<file path="src/rtl/rau_pkg.sv">
// ----------------------------------------------------------------------------
// rau_pkg: shared types and constants for the rational arithmetic unit
// Holds payload structs, operation and status codes, and the job record that
// the front stage hands to the reduction engine.
// ----------------------------------------------------------------------------
package rau_pkg;

  localparam int unsigned OperandWidth = 32;
  localparam int unsigned FieldWidth   = 32;
  localparam int unsigned DenWidth     = 31;
  localparam int unsigned ProdWidth    = 2 * FieldWidth;
  localparam int unsigned MagWidth     = ProdWidth + 1;
  localparam int unsigned QueueDepth   = 2;

  typedef enum logic [1:0] {
    OP_ADD = 2'd0,
    OP_SUB = 2'd1,
    OP_MUL = 2'd2,
    OP_DIV = 2'd3
  } op_e;

  typedef enum logic [1:0] {
    ST_OK       = 2'd0,
    ST_ZERO_DEN = 2'd1,
    ST_OVERFLOW = 2'd2
  } status_e;

  typedef struct packed {
    logic [1:0]             operation;
    logic signed [FieldWidth-1:0] left_num;
    logic signed [FieldWidth-1:0] left_den;
    logic signed [FieldWidth-1:0] right_num;
    logic signed [FieldWidth-1:0] right_den;
  } in_item_t;

  typedef struct packed {
    logic signed [FieldWidth-1:0] result_num;
    logic [DenWidth-1:0]          result_den;
    logic [1:0]                   status;
  } out_item_t;

  // unreduced fraction in sign-magnitude form, or an early zero-denominator flag
  typedef struct packed {
    logic                zero_den;
    logic                num_neg;
    logic [MagWidth-1:0] num_mag;
    logic [MagWidth-1:0] den_mag;
  } job_t;

  typedef enum logic [2:0] {
    BE_IDLE,
    BE_GCD,
    BE_DIVN,
    BE_DIVD,
    BE_DONE
  } be_state_e;

  typedef enum logic [1:0] {
    FE_IDLE,
    FE_MUL,
    FE_SUM
  } fe_state_e;

endpackage

</file>
<file path="src/rtl/rau_ram.sv">
// ----------------------------------------------------------------------------
// rau_ram: generic single-write, single-read RAM
// Registered read port, no reset on the storage.
// ----------------------------------------------------------------------------
module rau_ram #(
  parameter int unsigned Width = 8,
  parameter int unsigned Depth = 2
) (
  input  logic                     clk_i,
  input  logic                     we_i,
  input  logic [$clog2(Depth)-1:0] waddr_i,
  input  logic [Width-1:0]         wdata_i,
  input  logic [$clog2(Depth)-1:0] raddr_i,
  output logic [Width-1:0]         rdata_o
);

  logic [Width-1:0] mem_q [Depth];

  always_ff @(posedge clk_i) begin
    if (we_i) begin
      mem_q[waddr_i] <= wdata_i;
    end
    rdata_o <= mem_q[raddr_i];
  end

endmodule

</file>
<file path="src/rtl/rau_queue.sv">
// ----------------------------------------------------------------------------
// rau_queue: small FIFO between the front stage and the reduction engine
// Storage is a generic RAM with registered read; a prefetch register
// holds the head entry.
// ----------------------------------------------------------------------------
module rau_queue #(
  parameter int unsigned Width = 8,
  parameter int unsigned Depth = rau_pkg::QueueDepth
) (
  input  logic             clk_i,
  input  logic             rst_ni,
  input  logic [Width-1:0] wdata_i,
  input  logic             push_i,
  output logic             ready_o,
  output logic [Width-1:0] rdata_o,
  output logic             valid_o,
  input  logic             pop_i
);

  localparam int unsigned AW = $clog2(Depth);

  logic [AW-1:0] wptr_q, rptr_q;
  logic [AW:0]   cnt_q;
  logic          head_q;
  logic          rd_pend_q;
  logic [Width-1:0] ram_rdata, head_data_q;
  logic          do_push, do_pop, fetch;

  assign ready_o = (cnt_q != (AW+1)'(Depth));
  assign do_push = push_i && ready_o;
  assign do_pop  = pop_i && head_q;
  // fetch the next entry when the head slot is or becomes free
  assign fetch   = (cnt_q != '0) && !rd_pend_q && (!head_q || do_pop);

  rau_ram #(.Width(Width), .Depth(Depth)) u_ram (
    .clk_i   (clk_i),
    .we_i    (do_push),
    .waddr_i (wptr_q),
    .wdata_i (wdata_i),
    .raddr_i (rptr_q),
    .rdata_o (ram_rdata)
  );

  always_ff @(posedge clk_i or negedge rst_ni) begin
    if (!rst_ni) begin
      wptr_q    <= '0;
      rptr_q    <= '0;
      cnt_q     <= '0;
      head_q    <= 1'b0;
      rd_pend_q <= 1'b0;
    end else begin
      if (do_push) wptr_q <= (wptr_q == AW'(Depth-1)) ? '0 : wptr_q + AW'(1);
      if (fetch)   rptr_q <= (rptr_q == AW'(Depth-1)) ? '0 : rptr_q + AW'(1);
      cnt_q <= cnt_q + (AW+1)'(do_push) - (AW+1)'(fetch);
      rd_pend_q <= fetch;
      if (rd_pend_q)   head_q <= 1'b1;
      else if (do_pop) head_q <= 1'b0;
    end
  end

  always_ff @(posedge clk_i) begin
    if (rd_pend_q) head_data_q <= ram_rdata;
  end

  assign rdata_o = head_data_q;
  assign valid_o = head_q;

`ifndef ASSERT_OFF
  a_cnt_range: assert property (@(posedge clk_i) disable iff (!rst_ni)
    cnt_q <= (AW+1)'(Depth)) else $error("queue count beyond depth");
  a_fetch_fills: assert property (@(posedge clk_i) disable iff (!rst_ni)
    fetch |=> rd_pend_q ##1 head_q) else $error("fetched entry not at head");
  a_no_pop_empty: assert property (@(posedge clk_i) disable iff (!rst_ni)
    rd_pend_q |-> !head_q || $past(do_pop)) else $error("head overwritten");
`endif

endmodule

</file>
<file path="config.mk">
export PLATFORM = sky130hd
export DESIGN_NAME = rau_queue
export DESIGN_NICKNAME = d
export VERILOG_FILES = /design/src/rtl/rau_pkg.sv /design/src/rtl/rau_ram.sv /design/src/rtl/rau_queue.sv
export SDC_FILE = /design/constraint.sdc
export NUM_CORES = 1
export LEC_CHECK = 0
export BUFFER_PORTS_ARGS = -buffer_cell sky130_fd_sc_hd__buf_2
export CAP_MARGIN = 20
export CORE_MARGIN = 8
export CORE_UTILIZATION = 57
export DETAILED_ROUTE_END_ITERATION = 10
export PLACE_DENSITY_LB_ADDON = 0.3
export RECOVER_POWER = 100
export SETUP_SLACK_MARGIN = 0.1
export SYNTH_ARGS = -nofsm -noshare
export SYNTH_HDL_FRONTEND = slang
export SYNTH_SLANG_ARGS = --single-unit
</file>
<file path="constraint.sdc">
create_clock -name clk_i -period 4.5 [get_ports clk_i]
set_input_delay 0.9 -clock clk_i [delete_from_list [all_inputs] [get_ports clk_i]]
set_output_delay 0.9 -clock clk_i [all_outputs]
set_load 0.02 [all_outputs]
</file>
* Word level (Yosys, flattened, before mapping) *
Memory sizes are Yosys's and may differ from the RTL's. A register that Yosys moved wholly into a read port is not among the register bits.
Index checks and enable logic that the tools add are counted.

word-level totals
  output and inout port bits = 10
  bits in writable memories = 16
  word-level logic and storage cells = 27
  bits in registers = 14
  memories kept = 1

operators by class
  mux-type cells = 6
  equal/unequal tests = 1
  $add $sub $neg = 4
  reductions and logical operators = 9

memory list
  memory       depth  width  read ports  clocked after memory_dff  wr ports  RTL line       text
  u_ram.mem_q  2      8      1           1                         1         rau_ram.sv:17  logic [Width-1:0] mem_q [Depth];

operator list
  kind                                          count
  1-bit two-way mux                             6
  1-bit logical AND                             4
  2-bit nonzero test                            2
  1-bit adder, second input constant            2
  2-bit by 1-bit adder with 2-bit output        1
  1-bit zero test                               2
  2-bit inequality test, second input constant  1
  2-bit by 1-bit subtractor with 2-bit output   1
  1-bit logical OR                              1

* Longest topological paths before layout *
  depth after elaboration = 4
  mapped depth = 6
  gate-level depth less buffers = 6

* Cells and area by module *
From an unflattened synthesis, not the netlist that was laid out.

second synthesis, totals
  cell total of the unflattened synthesis = 63
  area total of the unflattened synthesis = 1280.0 um^2

by module, submodules not included
  module     cells each  sequential area each (um^2)  instances  area each (um^2)
  rau_ram    35          640.6                        1          784.5
  rau_queue  28          390.4                        1          495.5

* Worst setup path after synthesis *
OpenSTA, ideal clock, no wires.

  path type = input port to flip-flop
  from = in pop_i
  to = reg cnt_q[1]
  path slack = 2.360 ns
  required time = 4.406 ns
  stages = 6
  arrival time = 2.046 ns
  path through = or2b_1 -> a311oi_1 -> a21oi_1 -> ha_1 -> and2_1 -> a221oi_2

on the way
  cells in the longest elaborated chain, start to end = 4

ends and longest elaborated chain
  what                                         RTL line         text
  start, declared                              rau_queue.sv:17  input logic pop_i
  1-bit logical AND                            rau_queue.sv:31  assign do_pop = pop_i && head_q;
  1-bit logical OR                             rau_queue.sv:33  assign fetch = (cnt_q != '0) && !rd_pend_q && (!head_q || do_pop);
  1-bit logical AND                            rau_queue.sv:33
  2-bit by 1-bit subtractor with 2-bit output  rau_queue.sv:54  cnt_q <= cnt_q + (AW+1)'(do_push) - (AW+1)'(fetch);
  end signal, assigned                         rau_queue.sv:54
  end, declared                                rau_queue.sv:23  logic [AW:0] cnt_q;

No other way between the ends.
A chain may end at the register's enable or synchronous reset.

* Final worst setup path *
  from = reg cnt_q[1]
  to = out ready_o

on the way
  cells in the longest elaborated chain, start to end = 1

ends and longest elaborated chain
  what                   RTL line         text
  2-bit inequality test  rau_queue.sv:29  assign ready_o = (cnt_q != (AW+1)'(Depth));
  end, declared          rau_queue.sv:14  output logic ready_o,

No other way between the ends.

==> key figures <==
Clock network
  • Setup bufs post-CTS: 0
  • Num CTS Buffers: 5
  • Clock latency at the later pin of the worst-skew pair: 0.33 ns
  • CTS HTree Levels: 2
  • CTS clock-pin slew for the worst setup and hold paths: 0.10 ns
  • CTS tree: done
  • Clock sink total: 38
  • Cts repair resizes: 0
  • Hold buffer count at CTS: 0
  • Root Buffer: clkbuf_4
  • Clk buf depth: 2

STA
  • Final setup fails: 0
  • Final WS setup: 2.42 ns
  • F_max: 0.481 GHz
  • Tmin final: 2.08 ns
  • Fin. Hold Viols: 0
  • Worst-Margin Slew: 0.705 ns
  • Max Clock Skew: 0.00515 ns
  • RSZ-0062 raised after global routing: no
  • Fin Setup TNS: 0 ns
  • Slew Viols, Final: 0
  • Tcrit/Tclk final: 0.462
  • Slew HR: 0.528

Placed design
  • Port Buffers: 21
  • DP Wirelength: 1440 µm
  • Dpl ws: 2.13 ns
  • Placed cell area: 1450 µm²
  • GPL Wtd Cong: 0.780

Run
  • Max-cap violation count: 0

Global routing
  • Initial antenna violation count: 0
  • First-pass GRT wire length: 3410 µm
  • Vias in the first global route: 729
  • GRT Overall Usage: 0.108
  • GRT overflow: 0
  • Largest net degree at the start of global routing: 14

Route
  • Routed vias: 669
  • Final ANT Viol Nets: 0
  • DRC errors left: 0
  • Router iterations before antenna repair: 4
  • Initial drt markers: 16
  • Routed wire length: 2080 µm
  • Routed wire per std cell: 16.2 µm
  • Vias per inst: 5.23

Yosys
  • Syn_area_per_cell: 18.2 µm²
  • Unique cell type count in the Yosys netlist: 28
  • Top_reg_cell synth: edfxtp_1
  • Synth top cells by count: edfxtp_1, dfxtp_1, mux2_2
  • Synthesized area: 1310 µm²
  • Mapped Cells: 72
  • Number of synthesized flops with an enable pin: 24
  • Synthesis-stage register bit count: 38
  • Seq/Total Area, Yosys: 0.786
  • Synth area leaders: edfxtp_1, dfxtp_1, dfrtp_1
  • Top-count cell post-synth: edfxtp_1
  • Mapped Nets: 85
  • Asr flop ratio synth: 0.158
  • Post-synth top area share: 0.550
  • Yosys warns: 0
  • Largest area contributor in the netlist: edfxtp_1

Power and ir drop
  • Leak: 0.547 nW
  • PwrDens: 712 nW/µm²
  • Peak supply drop: 0.367 mV

Cells and area
  • Ant. Diodes: 0
  • Final Core Density: 0.678
  • Synth-to-Final Area Change: 13.4%
  • Nets: 112
  • Layout cells sized above 1: 0.220
  • Final instance area: 1490 µm²

Critical path
  • Critical path capture point type: output pin
  • Worst reg-to-reg path cell count: 6
  • Delay-heaviest family, CP: flip-flops
  • WP data required: 3.60 ns
  • Startpoint types: flop
  • Max stage delay on crit path: 0.47 ns
  • Worst-path cell chain: nand2b_1 > clkbuf_1
  • Reg2Reg Setup Slack: 2.53 ns
  • Crit path buffers/inverters: 1
  • WP data arrival: 1.18 ns
  • Crit path max-delay cell type: dfrtp_1
  • CP Max Fanout: 7
  • RR Endpoint: cnt_q[1]
  • Worst r2r src: rd_pend_q
  • Crit path kind: flop to output pin

Floorplanning
  • Rows: 17
  • Initial Util: 0.599
  • Die area: 4090 µm²
  • Ports: 22
  • Die Y-Extent: 64.0 µm
  • Total core area: 2190 µm²
  • Die width: 64.0 µm

Status
  • Status: finished, final reports clean

Hold path
  • Hold depth: 0
  • WHS Endpoint: rdata_o[5]
  • Hold Crit Class: flop to flop
  • Hold wc startpoint: u_ram.rdata_o[5]
## final cells by class
cell class                      instances  area [µm²]
Sequential cell                        38        1030
Timing Repair Buffer                   21        87.6
Multi-Input combinational cell         32         254
Fill cell                             169         704
Inverter                                1        3.75
Tap cell                               28        35.0
Clock inverter                          1        30.0
Clock buffer                            7        45.0
## cells in the final DEF (no fill, tap or decap), drive strengths merged, types with 2 or more instances in the layout
cell type,Yosys,routed
edfxtp,24,24
mux2,8,8
nor2b,2,2
nand2,2,2
dfxtp,8,8
dfrtp,6,6
clkbuf,0,21
buf,1,7
and2,2,2
nor2,2,2
## flip-flops by register name, indices dropped and copies added (netlist names)
name           count
cnt_q              2
rd_pend_q          1
rdata_o            8
rptr_q             1
u_ram.mem_q       16
u_ram.rdata_o      8
valid_o            1
wptr_q             1
## cells by family (layout without fill, tap and decap cells)
family | Yosys count | after routing | share of synthesized area
xor+xnor | 2 | 2 | 0.0134
compound gates | 6 | 6 | 0.0363
fa+ha+maj | 1 | 1 | 0.00954
flops | 38 | 38 | 0.786
mux | 8 | 8 | 0.0687
buf+inv | 2 | 30 | 0.00667
simple gates | 15 | 15 | 0.0792
## routing by layer
metal  share of wire  wire [µm]  vias up  GRT usage
li1                -          -      324          -
met1            0.42        863      325      0.120
met2            0.52       1090       18      0.176
met3           0.046         95        2     0.0401
met4           0.015         32        0     0.0613
met5               0          0        -          0
## metrics by stage
stage / hold WS, ns / power, mW / instances
6_report: 0.414 / 1.06 / 128
5_1_grt: 0.425 / 1.11 / 128
4_1_cts: 0.366 / 1.10 / 128
3_5_place_dp: 0.389 / 0.875 / 120
3_3_place_gp: 0.386 / 0.855 / 120
2_1_floorplan: 0.386 / 0.781 / 72
## power breakdown
group / leakage, nW / switching, mW / internal (mW)
registers: 0.364 / 0.0802 / 0.517
logic: 0.144 / 0.140 / 0.102
clock network: 0.0395 / 0.101 / 0.118
total: 0.547 / 0.322 / 0.736
## worst max-delay path by stage
stage,start,to,cells past startpoint
after detailed placement,pop_i,cnt_q[1],7
final,cnt_q[1],ready_o,2
after CTS,cnt_q[0],ready_o,2
after global routing,cnt_q[1],ready_o,2
after global placement,pop_i,cnt_q[1],7
after floorplan,pop_i,cnt_q[1],6
Power figures use the tool's default switching activity.
