### src/rtl/rau_pkg.sv
// ----------------------------------------------------------------------------
// rau_pkg: shared types and constants for the rational arithmetic unit
// Holds payload structs, operation and status codes, and the job record that
// the front stage hands to the reduction engine.
// ----------------------------------------------------------------------------
package rau_pkg;

  localparam int unsigned OperandWidth = 32;
  localparam int unsigned FieldWidth   = 32;
  localparam int unsigned DenWidth     = 31;
  localparam int unsigned ProdWidth    = 2 * FieldWidth;
  localparam int unsigned MagWidth     = ProdWidth + 1;
  localparam int unsigned QueueDepth   = 2;

  typedef enum logic [1:0] {
    OP_ADD = 2'd0,
    OP_SUB = 2'd1,
    OP_MUL = 2'd2,
    OP_DIV = 2'd3
  } op_e;

  typedef enum logic [1:0] {
    ST_OK       = 2'd0,
    ST_ZERO_DEN = 2'd1,
    ST_OVERFLOW = 2'd2
  } status_e;

  typedef struct packed {
    logic [1:0]             operation;
    logic signed [FieldWidth-1:0] left_num;
    logic signed [FieldWidth-1:0] left_den;
    logic signed [FieldWidth-1:0] right_num;
    logic signed [FieldWidth-1:0] right_den;
  } in_item_t;

  typedef struct packed {
    logic signed [FieldWidth-1:0] result_num;
    logic [DenWidth-1:0]          result_den;
    logic [1:0]                   status;
  } out_item_t;

  // unreduced fraction in sign-magnitude form, or an early zero-denominator flag
  typedef struct packed {
    logic                zero_den;
    logic                num_neg;
    logic [MagWidth-1:0] num_mag;
    logic [MagWidth-1:0] den_mag;
  } job_t;

  typedef enum logic [2:0] {
    BE_IDLE,
    BE_GCD,
    BE_DIVN,
    BE_DIVD,
    BE_DONE
  } be_state_e;

  typedef enum logic [1:0] {
    FE_IDLE,
    FE_MUL,
    FE_SUM
  } fe_state_e;

endpackage

### src/rtl/rau_front.sv
// ----------------------------------------------------------------------------
// rau_front: operand decode and cross multiplication
// Sign-extends operands, checks zero denominators, forms the exact
// numerator and denominator step by step with one shared multiplier.
// ----------------------------------------------------------------------------
module rau_front #(
  parameter int unsigned OperandWidth = rau_pkg::OperandWidth
) (
  input  logic             clk_i,
  input  logic             rst_ni,
  input  rau_pkg::in_item_t item_i,
  input  logic             push_i,
  output logic             full_o,
  output rau_pkg::job_t    job_o,
  output logic             job_valid_o,
  input  logic             job_ready_i
);

  localparam int unsigned FW = rau_pkg::FieldWidth;
  localparam int unsigned PW = rau_pkg::ProdWidth;
  localparam int unsigned MW = rau_pkg::MagWidth;

  rau_pkg::fe_state_e state_q, state_d;

  logic [1:0]    op_q;
  logic [FW-1:0] ln_q, ld_q, rn_q, rd_q;
  logic          lnn_q, ldn_q, rnn_q, rdn_q;
  logic [1:0]    step_q, step_d;
  logic [PW-1:0] pa_q, pb_q, pd_q;
  logic          zd_q;
  logic [PW-1:0] prod;
  logic [FW-1:0] ma, mb;
  rau_pkg::job_t job_d;

  // sign-extend the low operand bits and take the magnitude
  function automatic logic [FW:0] dec(input logic [FW-1:0] raw);
    logic [FW-1:0] v;
    logic          n;
    v = FW'($signed(raw[OperandWidth-1:0]));
    n = v[FW-1];
    dec = {n, n ? (~v + FW'(1)) : v};
  endfunction

  logic [FW:0] dln, dld, drn, drd;
  assign dln = dec(item_i.left_num);
  assign dld = dec(item_i.left_den);
  assign drn = dec(item_i.right_num);
  assign drd = dec(item_i.right_den);

  // multiplier operand select per step: 0 num-a, 1 num-b, 2 den
  always_comb begin
    ma = ln_q;
    mb = rd_q;
    case (step_q)
      2'd0: begin
        ma = ln_q;
        mb = (op_q == rau_pkg::OP_MUL) ? rn_q : rd_q;
      end
      2'd1: begin
        ma = rn_q;
        mb = ld_q;
      end
      default: begin
        ma = ld_q;
        mb = (op_q == rau_pkg::OP_DIV) ? rn_q : rd_q;
      end
    endcase
  end
  assign prod = PW'(ma) * PW'(mb);

  always_comb begin
    state_d = state_q;
    step_d  = step_q;
    case (state_q)
      rau_pkg::FE_IDLE: begin
        if (push_i) begin
          state_d = rau_pkg::FE_MUL;
          step_d  = 2'd0;
        end
      end
      rau_pkg::FE_MUL: begin
        if (zd_q) begin
          state_d = rau_pkg::FE_SUM;
        end else if (step_q == 2'd2) begin
          state_d = rau_pkg::FE_SUM;
        end else if (step_q == 2'd0 &&
                     (op_q == rau_pkg::OP_MUL || op_q == rau_pkg::OP_DIV)) begin
          step_d = 2'd2;
        end else begin
          step_d = step_q + 2'd1;
        end
      end
      rau_pkg::FE_SUM: begin
        if (job_ready_i) state_d = rau_pkg::FE_IDLE;
      end
      default: state_d = rau_pkg::FE_IDLE;
    endcase
  end

  always_ff @(posedge clk_i or negedge rst_ni) begin
    if (!rst_ni) begin
      state_q <= rau_pkg::FE_IDLE;
      step_q  <= 2'd0;
    end else begin
      state_q <= state_d;
      step_q  <= step_d;
    end
  end

  always_ff @(posedge clk_i) begin
    if (state_q == rau_pkg::FE_IDLE && push_i) begin
      op_q  <= item_i.operation;
      {lnn_q, ln_q} <= dln;
      {ldn_q, ld_q} <= dld;
      {rnn_q, rn_q} <= drn;
      {rdn_q, rd_q} <= drd;
      zd_q  <= (dld[FW-1:0] == '0) || (drd[FW-1:0] == '0) ||
               (item_i.operation == rau_pkg::OP_DIV && drn[FW-1:0] == '0);
    end else if (state_q == rau_pkg::FE_MUL) begin
      case (step_q)
        2'd0:    pa_q <= prod;
        2'd1:    pb_q <= prod;
        default: pd_q <= prod;
      endcase
    end
  end

  // sum of signed cross products (mul/div: pa only); then apply den sign
  logic          sa, sb, sd;
  logic [MW-1:0] num_mag;
  logic          num_neg;
  always_comb begin
    sa = lnn_q ^ ((op_q == rau_pkg::OP_MUL) ? rnn_q : rdn_q);
    sb = rnn_q ^ ldn_q ^ (op_q == rau_pkg::OP_SUB);
    sd = ldn_q ^ ((op_q == rau_pkg::OP_DIV) ? rnn_q : rdn_q);
    if (op_q == rau_pkg::OP_MUL || op_q == rau_pkg::OP_DIV) begin
      num_mag = MW'(pa_q);
      num_neg = sa;
    end else if (sa == sb) begin
      num_mag = MW'(pa_q) + MW'(pb_q);
      num_neg = sa;
    end else if (pa_q >= pb_q) begin
      num_mag = MW'(pa_q - pb_q);
      num_neg = sa;
    end else begin
      num_mag = MW'(pb_q - pa_q);
      num_neg = sb;
    end
    job_d.zero_den = zd_q;
    job_d.num_mag  = num_mag;
    job_d.den_mag  = MW'(pd_q);
    job_d.num_neg  = (num_mag != '0) && (num_neg ^ sd);
  end

  assign job_o       = job_d;
  assign job_valid_o = (state_q == rau_pkg::FE_SUM);
  assign full_o      = (state_q != rau_pkg::FE_IDLE);

endmodule

### config.mk
export PLATFORM = sky130hd
export DESIGN_NAME = rau_front
export DESIGN_NICKNAME = d
export VERILOG_FILES = /design/src/rtl/rau_pkg.sv /design/src/rtl/rau_front.sv
export SDC_FILE = /design/constraint.sdc
export NUM_CORES = 2
export LEC_CHECK = 0
export CORE_UTILIZATION = 50
export CTS_CLUSTER_DIAMETER = 100
export CTS_CLUSTER_SIZE = 30
export DETAILED_ROUTE_END_ITERATION = 10
export DONT_BUFFER_PORTS = 1
export GPL_TIMING_DRIVEN = 1
export HOLD_SLACK_MARGIN = 0.03
export SKIP_CTS_REPAIR_TIMING = 1
export SYNTH_ARGS = -nofsm -noshare
export SYNTH_HDL_FRONTEND = slang
export SYNTH_SLANG_ARGS = --single-unit
### constraint.sdc
create_clock -name clk_i -period 31.9 [get_ports clk_i]
set_clock_uncertainty 0.05 [all_clocks]
set_input_delay 3.19 -clock clk_i [delete_from_list [all_inputs] [get_ports clk_i]]
set_output_delay 3.19 -clock clk_i [all_outputs]
set_load 0.02 [all_outputs]
# Word-level counts from Yosys, hierarchy flattened
# Cells that the tools add are included.
# totals
memories	0
ff_bits	331
romBits	0
ram_bits	0
latch_bits	0
# op_classes
mul	1
bitwise_logic	11
div	0
magnitude_cmp	1
n_reduce_logical	21
mux	26
add_sub_neg	8
shift	0
n_eq_ne	14
# op_table
cell	count
two-way mux 65 bit	3
two-way mux 32 bit	5
subtractor 64 x 64 -> 65 bit	2
adder 32 x 1 -> 32 bit (second input constant)	4
inverter 32 bit	4
one-hot mux 32 bit (2 select lines)	2
logical NOT 32 bit	3
adder 64 x 64 -> 65 bit	1
nonzero test 65 bit	1
greater-or-equal comparator 64 bit	1
multiplier 32 x 32 -> 64 bit	1
two-way mux 31 bit	1
two-way mux 2 bit	8
AND reduction 3 bit	4
== test 2 bit (second input constant)	5
== test 2 x 1 -> 1 bit (second input constant)	3
!= test 2 bit (second input constant)	3
one-hot mux 2 bit (3 select lines)	1
two-way mux 1 bit	5
bitwise XOR 1 bit	5
logical AND 1 bit	4
logical NOT 2 bit	2
one-hot mux 2 bit (2 select lines)	1
AND reduction 4 bit	1
8 further kinds	12

# Longest topological paths before layout
# logic_depth
word_depth	8
depth_mapped	43
depth_no_buf	38

# Worst setup path after synthesis
# OpenSTA, ideal clock, no wires.
# synth_path
kind	register -> register
from	register op_q[1]
to	register pa_q[63], data pin
path_slack_ps	21555
path_stages_with_launch	38
setup_time_ps	269
arrival_time_ps	10026
period_less_slack_ps	10345
path_cell_list	edfxtp_1 > buf_2 > inv_1 > clkbuf_1 > clkbuf_1 > clkbuf_1 > nor2_1 > clkbuf_1 > buf_1 > mux2i_1 > o221a_2 > clkbuf_1 > nor2_1 > fa_1 > fa_1 > inv_1 > fa_1 > fa_1 > [2 not listed] > fa_1 > fa_1 > fa_1 > ha_1 > a21o_1 > a21oi_1 > nor2b_1 > a311oi_1 > o21ai_0 > a221o_1 > o41ai_1 > a31oi_1 > nand4_1 > nand4b_1 > o2111ai_1 > o21bai_1 > a41o_1 > xnor2_1
# synth_via
elab_chain_len	4
# synth_lines
item	line	rtl
from (decl)	rau_front.sv:25	logic [1:0] op_q;
from (signal assigned)	rau_front.sv:112	op_q <= item_i.operation;
== test 2 bit, on equally long branches	rau_front.sv:65, rau_front.sv:57	
two-way mux 32 bit, on equally long branches	rau_front.sv:65, rau_front.sv:57	
one-hot mux 32 bit (2 select lines) (*)	rau_front.sv:54	case (step_q)
multiplier 32 x 32 -> 64 bit (*)	rau_front.sv:69	assign prod = PW'(ma) * PW'(mb);
via prod[63]	rau_front.sv:31	logic [PW-1:0] prod;
to (signal assigned)	rau_front.sv:121	2'd0: pa_q <= prod;
to (decl)	rau_front.sv:29	logic [PW-1:0] pa_q, pb_q, pd_q;
# Mark *: on every way through the listed nets, which the timed path passes. The rest lies on a longest branch.
# A chain may end at the register's enable or synchronous reset.

# Worst setup path after layout
# layout_path
from	register step_q[1]
to	register pa_q[44], data pin
# layout_via
elab_chain_len	3
# layout_lines
item	line	rtl
from (decl)	rau_front.sv:28	logic [1:0] step_q, step_d;
from (signal assigned)	rau_front.sv:106	step_q <= step_d;
== test 2 x 1 -> 1 bit / logical NOT 2 bit (equally long branches)	rau_front.sv:54	
one-hot mux 32 bit (2 select lines)	rau_front.sv:54	
multiplier 32 x 32 -> 64 bit (*)	rau_front.sv:69	
via prod[44]	rau_front.sv:31	
# Marks and branches as above.

==> flow_summary.json <==
{
  "number_of_violations_reported_at_the_end_of_detailed_routing_iteration_0": 5608,
  "average_wire_length_per_cell_after_detail_routing_um": 27.0,
  "via_count_of_the_first_global_routing_pass": 51000,
  "highest-signal-layer": "met4",
  "routed-wl-met3_mm": 23.6,
  "n_antenna_cell": 0,
  "synth.ff_latch_count": 331,
  "total_of_endpoints_with_negative_setup_slack_in_the_final_report": 0,
  "antenna_violations_before_repair": 1,
  "final_max_slew_viol_count": 0,
  "met1Wirelength_mm": 86.6,
  "max_stage_delay_ns": 0.89,
  "synth.yosys.warnings": 0,
  "status": "completed",
  "htreeDepth": 1,
  "clkSinkCount": 331,
  "detailed_place_hpwl_mm": 176,
  "synth_most_common_cell": "inv_1",
  "route.final.wire_length_mm": 223,
  "dr_total_vias": 50900,
  "synth_fp_nets": 8343,
  "gr-total-overflow": 0,
  "floorplan.die_area_um2": 122000,
  "synth_async_sr_flop_share_pct": 1.21,
  "worstSetupStartpointType": "register",
  "ff2ff_setup_slack_ns": 19.33,
  "firstDrtPassIters": 6,
  "worstPathMaxFanout": 68,
  "first_pass_grt_wire_length_mm": 329,
  "min_period_ns": 12.57,
  "cp-end-kind": "register",
  "area_growth_syn_to_layout_pct": 4.29,
  "global_placement_routability_congestion": 1.01,
  "yosysUniqueCellTypes": 107,
  "placed_cells_incl_taps": 8221,
  "worst_hold_path_type": "register to register",
  "finalHoldViolCount": 0,
  "syn-instance-count": 6847,
  "synthFlopType": "edfxtp_1",
  "cts_tree": "yes",
  "critPathRequiredTime_ns": 32.20,
  "path_class": "register to register",
  "postRouteAntennaNets": 0,
  "finalNonFillerCells": 8258,
  "whs_path_depth": 2,
  "port_buffers": 0,
  "final.setup.tns_ns": 0,
  "cp_data_arrival_time_ns": 12.87,
  "maxSlewHeadroom_pct": 15.3,
  "timing.reg2reg.worst_path_depth": 34,
  "boundaryPins": 268,
  "worstReg2RegStart": "step_q[1]",
  "synth_edf_count": 327,
  "worst_slew_pin_slew_ns": 1.25,
  "netlist_top_cells_area": "fa_1 (30%), edfxtp_1 (16%), ha_1 (9.6%)",
  "wl_met2_mm": 100,
  "hold_end": "step_q[0]",
  "timing.hold.worst.start": "step_q[0]",
  "max_cap_violations": 0,
  "min_period_over_period_pct": 39.4,
  "cts.root.buffer_cell": "clkbuf_16",
  "initial_util_pct": 50.8,
  "clock_insertion_delay_at_the_later_pin_of_the_skew_report_ns": 0.61,
  "drc_errors": 0,
  "max_freq_ghz": 0.0795,
  "synth_top_cell_by_area": "fa_1",
  "ys_seq_area_share_pct": 16.5,
  "syn_area_um2": 60300,
  "coreArea_um2": 119000,
  "critical_path.most_common_cell": "fa_1",
  "viasPerCell": 6.17,
  "clk_transition_reported_paths_ns": 0.10,
  "layout-drive-gt1-share_pct": 4.13,
  "grt_start_max_net_pins": 73,
  "all_layer_global_routing_usage_pct": 36.4,
  "setup_repair_after_global_routing_missed_its_margin": "false",
  "nNetsFinal": 8140,
  "clockBufferDepth": 3,
  "synthDominantCellAreaShare_pct": 29.9,
  "average_footprint_of_a_synthesized_cell_um2": 8.80,
  "worst_setup_path_startpoint": "step_q[1]",
  "dieHeight_um": 349,
  "placementRows": 126,
  "synth_common_cells": "inv_1 (1,087), fa_1 (899), nor2_1 (796), nand2_1 (705), ha_1 (463)",
  "fin_util_pct": 52.9,
  "critical_path.reg2reg.endpoint": "pa_q[44]",
  "cts_inserted_buffers": 21,
  "worst_path_max_delay_cell": "o221a_2",
  "fp.dieW_um": 349
}
==> how the worst max path moves through the flow <==
stage               endpoint  slack, ns  cells after the start
global route        pa_q[44]      18.88                     34
floorplan           pa_q[63]      21.56                     37
CTS                 pa_q[44]      19.48                     34
detailed placement  pa_q[44]      19.51                     34
global placement    pa_q[44]      19.69                     34
finish              pa_q[44]      19.33                     34
==> metal layers <==
| layer | track usage, % | vias up |
|---|---|---|
| met5 | 0 | - |
| met4 | 16.6 | 0 |
| met3 | 7.87 | 572 |
| met2 | 58.1 | 2860 |
| met1 | 47.3 | 25400 |
| li1 | - | 22100 |
==> kinds of logic (layout without fill, tap and decap cells) <==
kind of cell	after synthesis	count (layout)	share of synthesized area, %
other	1	1	0.00622
multiplexers	102	102	1.72
AO/OA/AOI/OAI	1271	1271	14.1
flip-flops	331	331	16.5
AND/OR/NAND/NOR	2121	2121	15.9
adder cells (fa/ha/maj)	1362	1362	39.5
buffers and inverters	1435	1246	9.13
XOR/XNOR	224	224	3.28
==> through the flow <==
step                setup WS [ns]  hold slack (ns)  cell area [um^2]
CTS                         19.48            0.514             62800
detailed placement          19.51            0.491             62000
global route                18.88            0.557             62800
floorplan                   21.56            0.428             60300
finish                      19.33            0.520             62800
global placement            19.69            0.464             62000
==> critical path, delay by kind of cell, from the launching register on <==
kind            cells  cell delay (ns)
compound gates     13             4.99
xor+xnor            1             0.12
fa+ha+maj          10             3.98
buf+inv             7             1.60
flops               1             0.42
simple gates        3             1.07
==> area by class of cell <==
| cell class | instances | area, um^2 |
|---|---|---|
| inverter | 1092 | 4100 |
| fill | 11200 | 55900 |
| clock inverter | 14 | 275 |
| clock buffer | 23 | 533 |
| multi-input combinational | 5081 | 45100 |
| tap | 1600 | 2000 |
| sequential | 331 | 9920 |
| timing repair buffer | 117 | 878 |
==> cell usage in the layout, fill, tap and decap left out, types with 52 or more instances in the layout <==
cell type	synthesis	routed
a21o_1	88	88
o31ai_1	71	69
xnor2_1	192	191
nor3_1	84	84
nand3_1	60	60
fa_1	899	899
ha_1	463	462
nand2_1	705	704
o21ai_0	282	264
buf_4	16	117
edfxtp_1	327	327
nand2b_1	86	86
nor2_1	796	793
mux2i_1	89	89
a21oi_1	303	303
a211oi_1	52	52
nor4_1	61	61
o21bai_1	58	58
nor2b_1	67	67
nand4_1	60	60
o21a_1	57	57
inv_1	1087	1086
==> registers in the layout (all words and copies together), names as in the netlist, 2 cells and up <==
register,cells
rd_q,32
step_q,2
state_q,2
ld_q,32
op_q,2
rn_q,32
pa_q,64
pd_q,64
pb_q,64
ln_q,32
Power is left out: the tool's default activity adds up to more than one toggle a clock period on the data nets, which glitch-free logic cannot reach.
