$ cat config.mk
export PLATFORM = sky130hd
export DESIGN_NAME = rau_back
export DESIGN_NICKNAME = d
export VERILOG_FILES = /design/src/rtl/rau_pkg.sv /design/src/rtl/rau_back.sv
export SDC_FILE = /design/constraint.sdc
export NUM_CORES = 1
export LEC_CHECK = 0
export ABC_AREA = 1
export BUFFER_PORTS_ARGS = -buffer_cell sky130_fd_sc_hd__buf_2
export CAP_MARGIN = 40
export CORE_MARGIN = 1.5
export CORE_UTILIZATION = 62
export DETAILED_ROUTE_END_ITERATION = 10
export PLACE_DENSITY_LB_ADDON = 0.15
export SYNTH_ARGS = -nofsm -noshare
export SYNTH_HDL_FRONTEND = slang
export SYNTH_SLANG_ARGS = --single-unit
$ cat constraint.sdc
create_clock -name clk_i -period 14.7 [get_ports clk_i]
set_clock_uncertainty 0.2 [all_clocks]
set_input_delay 1.47 -clock clk_i [delete_from_list [all_inputs] [get_ports clk_i]]
set_output_delay 1.47 -clock clk_i [all_outputs]
set_load 0.01 [all_outputs]
$ cat src/rtl/rau_pkg.sv
// ----------------------------------------------------------------------------
// rau_pkg: shared types and constants for the rational arithmetic unit
// Holds payload structs, operation and status codes, and the job record that
// the front stage hands to the reduction engine.
// ----------------------------------------------------------------------------
package rau_pkg;

  localparam int unsigned OperandWidth = 32;
  localparam int unsigned FieldWidth   = 32;
  localparam int unsigned DenWidth     = 31;
  localparam int unsigned ProdWidth    = 2 * FieldWidth;
  localparam int unsigned MagWidth     = ProdWidth + 1;
  localparam int unsigned QueueDepth   = 2;

  typedef enum logic [1:0] {
    OP_ADD = 2'd0,
    OP_SUB = 2'd1,
    OP_MUL = 2'd2,
    OP_DIV = 2'd3
  } op_e;

  typedef enum logic [1:0] {
    ST_OK       = 2'd0,
    ST_ZERO_DEN = 2'd1,
    ST_OVERFLOW = 2'd2
  } status_e;

  typedef struct packed {
    logic [1:0]             operation;
    logic signed [FieldWidth-1:0] left_num;
    logic signed [FieldWidth-1:0] left_den;
    logic signed [FieldWidth-1:0] right_num;
    logic signed [FieldWidth-1:0] right_den;
  } in_item_t;

  typedef struct packed {
    logic signed [FieldWidth-1:0] result_num;
    logic [DenWidth-1:0]          result_den;
    logic [1:0]                   status;
  } out_item_t;

  // unreduced fraction in sign-magnitude form, or an early zero-denominator flag
  typedef struct packed {
    logic                zero_den;
    logic                num_neg;
    logic [MagWidth-1:0] num_mag;
    logic [MagWidth-1:0] den_mag;
  } job_t;

  typedef enum logic [2:0] {
    BE_IDLE,
    BE_GCD,
    BE_DIVN,
    BE_DIVD,
    BE_DONE
  } be_state_e;

  typedef enum logic [1:0] {
    FE_IDLE,
    FE_MUL,
    FE_SUM
  } fe_state_e;

endpackage

$ cat src/rtl/rau_back.sv
// ----------------------------------------------------------------------------
// rau_back: Euclidean reduction engine
// Binary-free Euclid with a restoring remainder unit, one quotient bit per
// cycle, then two divisions by the gcd and a range check.
// ----------------------------------------------------------------------------
module rau_back #(
  parameter int unsigned OperandWidth = rau_pkg::OperandWidth
) (
  input  logic               clk_i,
  input  logic               rst_ni,
  input  rau_pkg::job_t      job_i,
  input  logic               job_valid_i,
  output logic               job_pop_o,
  output rau_pkg::out_item_t res_o,
  output logic               empty_o,
  input  logic               pop_i
);

  localparam int unsigned MW = rau_pkg::MagWidth;
  localparam int unsigned FW = rau_pkg::FieldWidth;
  localparam int unsigned CW = $clog2(MW + 1);
  localparam logic [MW-1:0] Half = MW'(1) << (OperandWidth - 1);

  rau_pkg::be_state_e state_q, state_d;

  logic [MW-1:0] p_q, q_q;          // euclid pair
  logic [MW-1:0] n_q, d_q, g_q;
  logic          neg_q, zd_q;
  // long division unit: dividend shifts out, remainder builds up
  logic [MW-1:0] dv_q, rm_q, qt_q;
  logic [CW-1:0] bit_q;
  logic [MW:0]   trial;
  logic          div_last;
  rau_pkg::out_item_t res_q;
  logic          full_q;

  assign trial    = {rm_q, dv_q[MW-1]} - {1'b0, (state_q == rau_pkg::BE_GCD) ? q_q : g_q};
  assign div_last = (bit_q == CW'(MW - 1));

  always_comb begin
    state_d = state_q;
    case (state_q)
      rau_pkg::BE_IDLE: begin
        if (job_valid_i && !full_q) begin
          state_d = (job_i.zero_den || job_i.num_mag == '0) ?
                    rau_pkg::BE_DONE : rau_pkg::BE_GCD;
        end
      end
      rau_pkg::BE_GCD: begin
        if (q_q == '0) state_d = rau_pkg::BE_DIVN;
      end
      rau_pkg::BE_DIVN: begin
        if (div_last) state_d = rau_pkg::BE_DIVD;
      end
      rau_pkg::BE_DIVD: begin
        if (div_last) state_d = rau_pkg::BE_DONE;
      end
      rau_pkg::BE_DONE: state_d = rau_pkg::BE_IDLE;
      default:          state_d = rau_pkg::BE_IDLE;
    endcase
  end

  assign job_pop_o = (state_q == rau_pkg::BE_IDLE) && job_valid_i && !full_q;

  always_ff @(posedge clk_i or negedge rst_ni) begin
    if (!rst_ni) begin
      state_q <= rau_pkg::BE_IDLE;
      full_q  <= 1'b0;
    end else begin
      state_q <= state_d;
      if (state_q == rau_pkg::BE_DONE) full_q <= 1'b1;
      else if (pop_i)                  full_q <= 1'b0;
    end
  end

  logic [MW-1:0] rm_nx, qt_nx;
  always_comb begin
    if (!trial[MW]) begin
      rm_nx = trial[MW-1:0];
      qt_nx = {qt_q[MW-2:0], 1'b1};
    end else begin
      rm_nx = {rm_q[MW-2:0], dv_q[MW-1]};
      qt_nx = {qt_q[MW-2:0], 1'b0};
    end
  end

  logic fits;
  logic [FW-1:0] num_out;
  always_comb begin
    fits = (d_q <= Half - MW'(1)) && (neg_q ? (n_q <= Half) : (n_q <= Half - MW'(1)));
    num_out = neg_q ? FW'(~n_q + MW'(1)) : FW'(n_q);
  end

  always_ff @(posedge clk_i) begin
    case (state_q)
      rau_pkg::BE_IDLE: begin
        p_q   <= job_i.num_mag;
        q_q   <= job_i.den_mag;
        n_q   <= job_i.num_mag;
        d_q   <= job_i.den_mag;
        neg_q <= job_i.num_neg;
        zd_q  <= job_i.zero_den;
        dv_q  <= job_i.num_mag;
        rm_q  <= '0;
        bit_q <= '0;
        // zero numerator reduces straight to 0/1
        if (job_i.num_mag == '0) d_q <= MW'(1);
      end
      rau_pkg::BE_GCD: begin
        if (q_q == '0) begin
          g_q   <= p_q;
          dv_q  <= n_q;
          rm_q  <= '0;
          bit_q <= '0;
        end else begin
          rm_q  <= rm_nx;
          dv_q  <= {dv_q[MW-2:0], 1'b0};
          bit_q <= bit_q + CW'(1);
          if (div_last) begin
            p_q   <= q_q;
            q_q   <= rm_nx;
            dv_q  <= q_q;
            rm_q  <= '0;
            bit_q <= '0;
          end
        end
      end
      rau_pkg::BE_DIVN, rau_pkg::BE_DIVD: begin
        rm_q  <= rm_nx;
        qt_q  <= qt_nx;
        dv_q  <= {dv_q[MW-2:0], 1'b0};
        bit_q <= bit_q + CW'(1);
        if (div_last) begin
          bit_q <= '0;
          rm_q  <= '0;
          if (state_q == rau_pkg::BE_DIVN) begin
            n_q  <= qt_nx;
            dv_q <= d_q;
          end else begin
            d_q <= qt_nx;
          end
        end
      end
      rau_pkg::BE_DONE: begin
        if (zd_q) begin
          res_q <= '{result_num: '0, result_den: '0, status: rau_pkg::ST_ZERO_DEN};
        end else if (!fits) begin
          res_q <= '{result_num: '0, result_den: '0, status: rau_pkg::ST_OVERFLOW};
        end else begin
          res_q <= '{result_num: $signed(num_out), result_den: rau_pkg::DenWidth'(d_q),
                     status: rau_pkg::ST_OK};
        end
      end
      default: ;
    endcase
  end

  assign res_o   = res_q;
  assign empty_o = !full_q;

`ifndef ASSERT_OFF
  a_no_take_full: assert property (@(posedge clk_i) disable iff (!rst_ni)
    job_pop_o |-> !full_q) else $error("job taken while result pending");
  a_done_fills: assert property (@(posedge clk_i) disable iff (!rst_ni)
    state_q == rau_pkg::BE_DONE |=> full_q) else $error("result not posted");
  a_ok_den: assert property (@(posedge clk_i) disable iff (!rst_ni)
    full_q && res_q.status == rau_pkg::ST_OK |-> res_q.result_den != '0)
    else $error("zero denominator with ok status");
`endif

endmodule

Word-level counts from Yosys, hierarchy flattened
Cells that the tools add are included.
Word-level totals
  output and inout bits: 67
  register bits after elaboration: 597
Operators by class
  bitwise gates (word level): 2
  multiplexer cells: 38
  order comparisons: 3
  $add $sub $neg: 3
  reduce and logical (&&, ||, !) cells: 20
  equal/unequal tests: 14
Operator list (number)
  65-bit two-way mux: 17
  65-bit one-hot mux with 2 select lines: 4
  65-bit one-hot mux with 3 select lines: 2
  65-bit by 31-bit <= comparator with 1-bit output (second input constant): 2
  65-bit logical NOT: 2
  66-bit by 65-bit subtractor with 66-bit output: 1
  65-bit by 32-bit <= comparator with 1-bit output (second input constant): 1
  32-bit by 1-bit adder with 32-bit output (second input constant): 1
  32-bit two-way mux: 1
  32-bit NOT: 1
  7-bit one-hot mux with 3 select lines: 1
  2-bit inequality test (second input constant): 8
  3-bit two-way mux: 5
  7-bit two-way mux: 2
  3-bit one-hot mux with 4 select lines: 1
  3-bit AND reduction: 3
  7-bit by 1-bit adder with 7-bit output (second input constant): 1
  7-bit == test (second input constant): 1
  3-bit by 2-bit == test with 1-bit output (second input constant): 2
  2-bit nonzero test: 3
  1-bit logical AND: 4
  1-bit two-way mux: 4
  4-bit AND reduction: 1
  2-bit OR reduction: 2
  other kinds (10): 10

Logic depth before layout (Yosys ltp)
  depth after elaboration: 7
  depth in mapped cells: 27
  gate-level depth less buffers: 24

Worst setup path after synthesis
Ideal clock, no wire load.
  path kind: flip-flop to flip-flop
  start point: reg q_q[13]
  end point: reg p_q[0] (enable)
  buffers on the path: 1
  data arrival time: 10.789 ns
  setup slack: 2.900 ns
  stages on the path, launching flop included: 10
  path through: edfxtp_1 > inv_1 > nand4_1 > nor3_1 > nand4_1 > nor2_2 > nand2_2 > buf_2 > nor2_4 > a211oi_1
Between the ends
  cells in the longest elaborated chain, start to end: 3
RTL lines
  from (decl): line rau_back.sv:26  | logic [MW-1:0] p_q, q_q;
  from (signal assigned): line rau_back.sv:98  | q_q <= job_i.den_mag;
  from (signal assigned): line rau_back.sv:121  | q_q <= rm_nx;
  65-bit logical NOT: line rau_back.sv:110  | if (q_q == '0) begin
  2-bit inequality test (no source line)
  3-bit AND reduction (no source line)
  to (signal assigned): line rau_back.sv:97  | p_q <= job_i.num_mag;
  to (signal assigned): line rau_back.sv:120  | p_q <= q_q;
  to (decl): line rau_back.sv:26
Every way passes these cells.
A chain may end at the register's enable or synchronous reset.

Worst setup path after layout
  start point: reg state_q[2]
  end point: reg q_q[32], data pin
Between the ends
  cells in the longest elaborated chain, start to end: 7
  elaborated cells between the ends (all ways): 8
RTL lines
  from (decl): line rau_back.sv:24  | rau_pkg::be_state_e state_q, state_d;
  from (signal assigned): line rau_back.sv:67  | state_q <= rau_pkg::BE_IDLE;
  from (signal assigned): line rau_back.sv:70  | state_q <= state_d;
  3-bit by 1-bit == test with 1-bit output: line rau_back.sv:37, rau_back.sv:95
  65-bit two-way mux: line rau_back.sv:37  | assign trial = {rm_q, dv_q[MW-1]} - {1'b0, (state_q == rau_pkg::BE_GCD) ? q_q : g_q};
  66-bit by 65-bit subtractor with 66-bit output: line rau_back.sv:37
  65-bit two-way mux: line rau_back.sv:78  | if (!trial[MW]) begin
  65-bit two-way mux: line rau_back.sv:119  | if (div_last) begin
  65-bit two-way mux: line rau_back.sv:110
  65-bit one-hot mux with 2 select lines (*): line rau_back.sv:95  | case (state_q)
Mark *: on every way between the ends. The rest lies on a longest branch, timed or not. The select of a mux whose other input is x is not followed.

==> results.yml <==
logic_synthesis:
  async_flop_share_pct: 0.670
  yosysTopAreaCell: "edfxtp_1"
  synth.distinct_cells: 43
  synth_edf_count: 593
  yosysTopAreaCellShare_pct: 50.7
  synth_ff_type: "edfxtp_1"
  syn_area_um2: 35100
  syn_nets: 4437
  yosysWarnings: 0
  ys_top_cells_by_area: "edfxtp_1, nand2_1, inv_1, nor2_1, nand3_1"
  synthCells: 4231
  seq_area_frac_synth_pct: 51.0
  syn_area_per_cell_um2: 8.30
  ys_seq_elements: 597
sta:
  rsz0062_at_grt: "no"
  final-hold-violation-count: 0
  worst_pin_slew_ns: 1.00
  drv_slew: 0
  tns_ns: 0
  max_slew_margin_pct: 33.4
  fin_crit_ns: 6.44
  fin_crit_sh_pct: 43.8
  finalSetupViolCount: 0
  setup_ws_ns: 8.26
  fmax_ghz: 0.155
grt:
  gr-usage-all-layers_pct: 41.2
  grt_pass1_wl_um: 176000
  grt_antenna_before_repair: 1
  grt_max_degree: 89
  grt_overflow_total: 0
  first_global_vias: 28600
worst_setup_path:
  cpPeakStageDelay_ns: 0.71
  worstPathRequired_ns: 14.90
  path_class: "flip-flop to flip-flop"
  cp-end-kind: "flip-flop"
  cp_cell_sequence: "nor2_1 > inv_1 > nor2_4 > buf_4 > inv_6 > buf_4 > nor2_1 > a21oi_1 > ha_1 > nand2_1 > nor2_1 > nand2_1 > nand2_1 > a21oi_2 > nor2_1 > nor2_2 > nand2_2 > nand2_2 > buf_4 > nand3_1 > nand3_1 > nand2_1"
  cp-start-kind: "flip-flop"
  cpMaxStageDelayCell: "buf_4"
  crit_arrival_ns: 6.64
  cp_max_fo: 72
floorplanning:
  rows: 87
  start_util_pct: 62.5
  dieArea_um2: 58100
  core_um2: 56200
  die_h_um: 241
  ios: 203
  die_w_um: 241
cts:
  clkTransAtPathRegs_ns: 0.06
  insertion_delay_ns: 0.67
  cts_sinks: 597
  hold_buffers: 0
  htreeDepth: 2
  clock-root-buffer: "clkbuf_16"
  numCtsBuffers: 61
  cts_tree: "done"
  post_cts_resized: 0
  cts_setup_buffers: 0
  clockBufferDepth: 3
layout:
  mostFrequentLayoutCells: "nand2_1, inv_1, edfxtp_1, nor2_1, nand3_1"
  final_util_pct: 68.8
  fillCellCount: 4671
  ff_latch_area_um2: 17900
  antenna_cells: 0
  area_growth_pct: 10.1
  drive_gt1_share_pct: 10.6
  final_common_cell: "nand2_1"
  final_nets: 4576
  multi_input_area_um2: 14000
  instances_no_fill: 5175
route:
  initialDrtViolationCount: 3829
  firstDrtPassIters: 6
  drtAntennaViolNets: 0
  num_vias: 30900
  viasPerCell: 5.97
  drcViolationCount: 0
  routedWlPerCell_um: 23.2
  wl_um: 120000
place:
  gp_congestion: 1.05
  placed_cells: 5060
  place_ws_ns: 8.43
  io_buffers: 202
  hpwl_um: 89700
outcome:
  status: "complete, no violations"
job:
  maxCapViolCount: 0
power_and_ir_drop:
  p_leak_nw: 17.6
  pwr_density_cell_nw_per_um2: 263
  p_total_w: 0.0101
  irDropWorstVdd_mv: 0.221
min_path:
  min_path_type: "flip-flop to flip-flop"
worst paths after layout:
path                                   startpoint                endpoint  slack [ns]  depth (start not counted)
max                        state_q[2]$_DFFE_PN0P_       q_q[32]$_DFFE_PP_        8.26                         22
min                             p_q[61]$_DFFE_PP_       g_q[61]$_DFFE_PP_        0.19                          0
max reg2reg                state_q[2]$_DFFE_PN0P_       q_q[32]$_DFFE_PP_        8.26                         22
min reg2reg                     p_q[61]$_DFFE_PP_       g_q[61]$_DFFE_PP_        0.19                          0
max in group asynchronous                  rst_ni  state_q[2]$_DFFE_PN0P_       13.76                          1
min in group asynchronous                  rst_ni  state_q[0]$_DFFE_PN0P_        0.40                          1
report_power, final:
part	leakage [nW]	switching [W]	internal [W]
logic	11.0	0.00368	0.00153
registers	5.75	0.000436	0.00296
clock network	0.946	0.000685	0.000858
total	17.6	0.00480	0.00534
per-stage QoR:
step / hold slack [ns] / area (um^2)
after floorplan: 0.200 / 35100
after global placement: 0.200 / 36500
after detailed placement: 0.205 / 36700
after CTS: 0.200 / 38600
after global routing: 0.220 / 38600
final: 0.190 / 38600
per-layer routing:
metal / vias up / part of all wire (%) / wire (um) / global-route usage, %
met3: 398 / 10 / 12000 / 7.89
met5: - / 0.013 / 15 / 0
met1: 14300 / 37 / 44600 / 52.4
li1: 14200 / - / - / -
met2: 1929 / 46 / 54800 / 65.5
met4: 2 / 7.0 / 8450 / 25.3
synthesized netlist by cell type (13+ instances only):
| library cell | number |
|---|---|
| nand3_2 | 84 |
| xor2_1 | 32 |
| o21ai_0 | 205 |
| buf_2 | 27 |
| o21bai_1 | 62 |
| nor3_1 | 29 |
| nand4_1 | 53 |
| o221ai_1 | 58 |
| nand2_1 | 1204 |
| a21oi_1 | 181 |
| ha_1 | 69 |
| buf_6 | 27 |
| nand3_1 | 276 |
| nor2_2 | 13 |
| inv_1 | 646 |
| clkbuf_1 | 102 |
| xnor2_1 | 32 |
| nand2_2 | 13 |
| edfxtp_1 | 593 |
| nor4_1 | 47 |
| nor2_1 | 417 |
cells by family after synthesis:
kind of cell / count (synthesis) / share of synthesized area, %
AND/OR/NAND/NOR: 2160 / 26.9
buffers and inverters: 822 / 9.47
flip-flops: 597 / 51.0
AO/OA/AOI/OAI: 518 / 8.52
adder cells (fa/ha/maj): 70 / 2.52
XOR/XNOR: 64 / 1.60
sequential cells by signal, summed over array words and instances, names as in the netlist:
name	count
bit_q	7
d_q	65
dv_q	65
full_q	1
g_q	65
n_q	65
neg_q	1
p_q	65
q_q	65
qt_q	64
res_o	65
rm_q	65
state_q	3
zd_q	1
layout make-up:
type,count,area share (%)
sequential,597,46.3
multi-input combinational,2812,36.1
inverter,655,6.39
clock buffer,70,4.09
timing repair buffer,243,3.66
tap,756,2.45
clock inverter,42,0.955
worst max-delay path: cells and delay by family (launching register included):
family,cells,cell delay (ns)
and+or+nand+nor,14,2.15
AOI/OAI and AO/OA,2,0.39
DFF,1,0.55
adders and majority gates,1,0.34
buffers and inverters,5,2.33
Power figures use the tool's default switching activity.
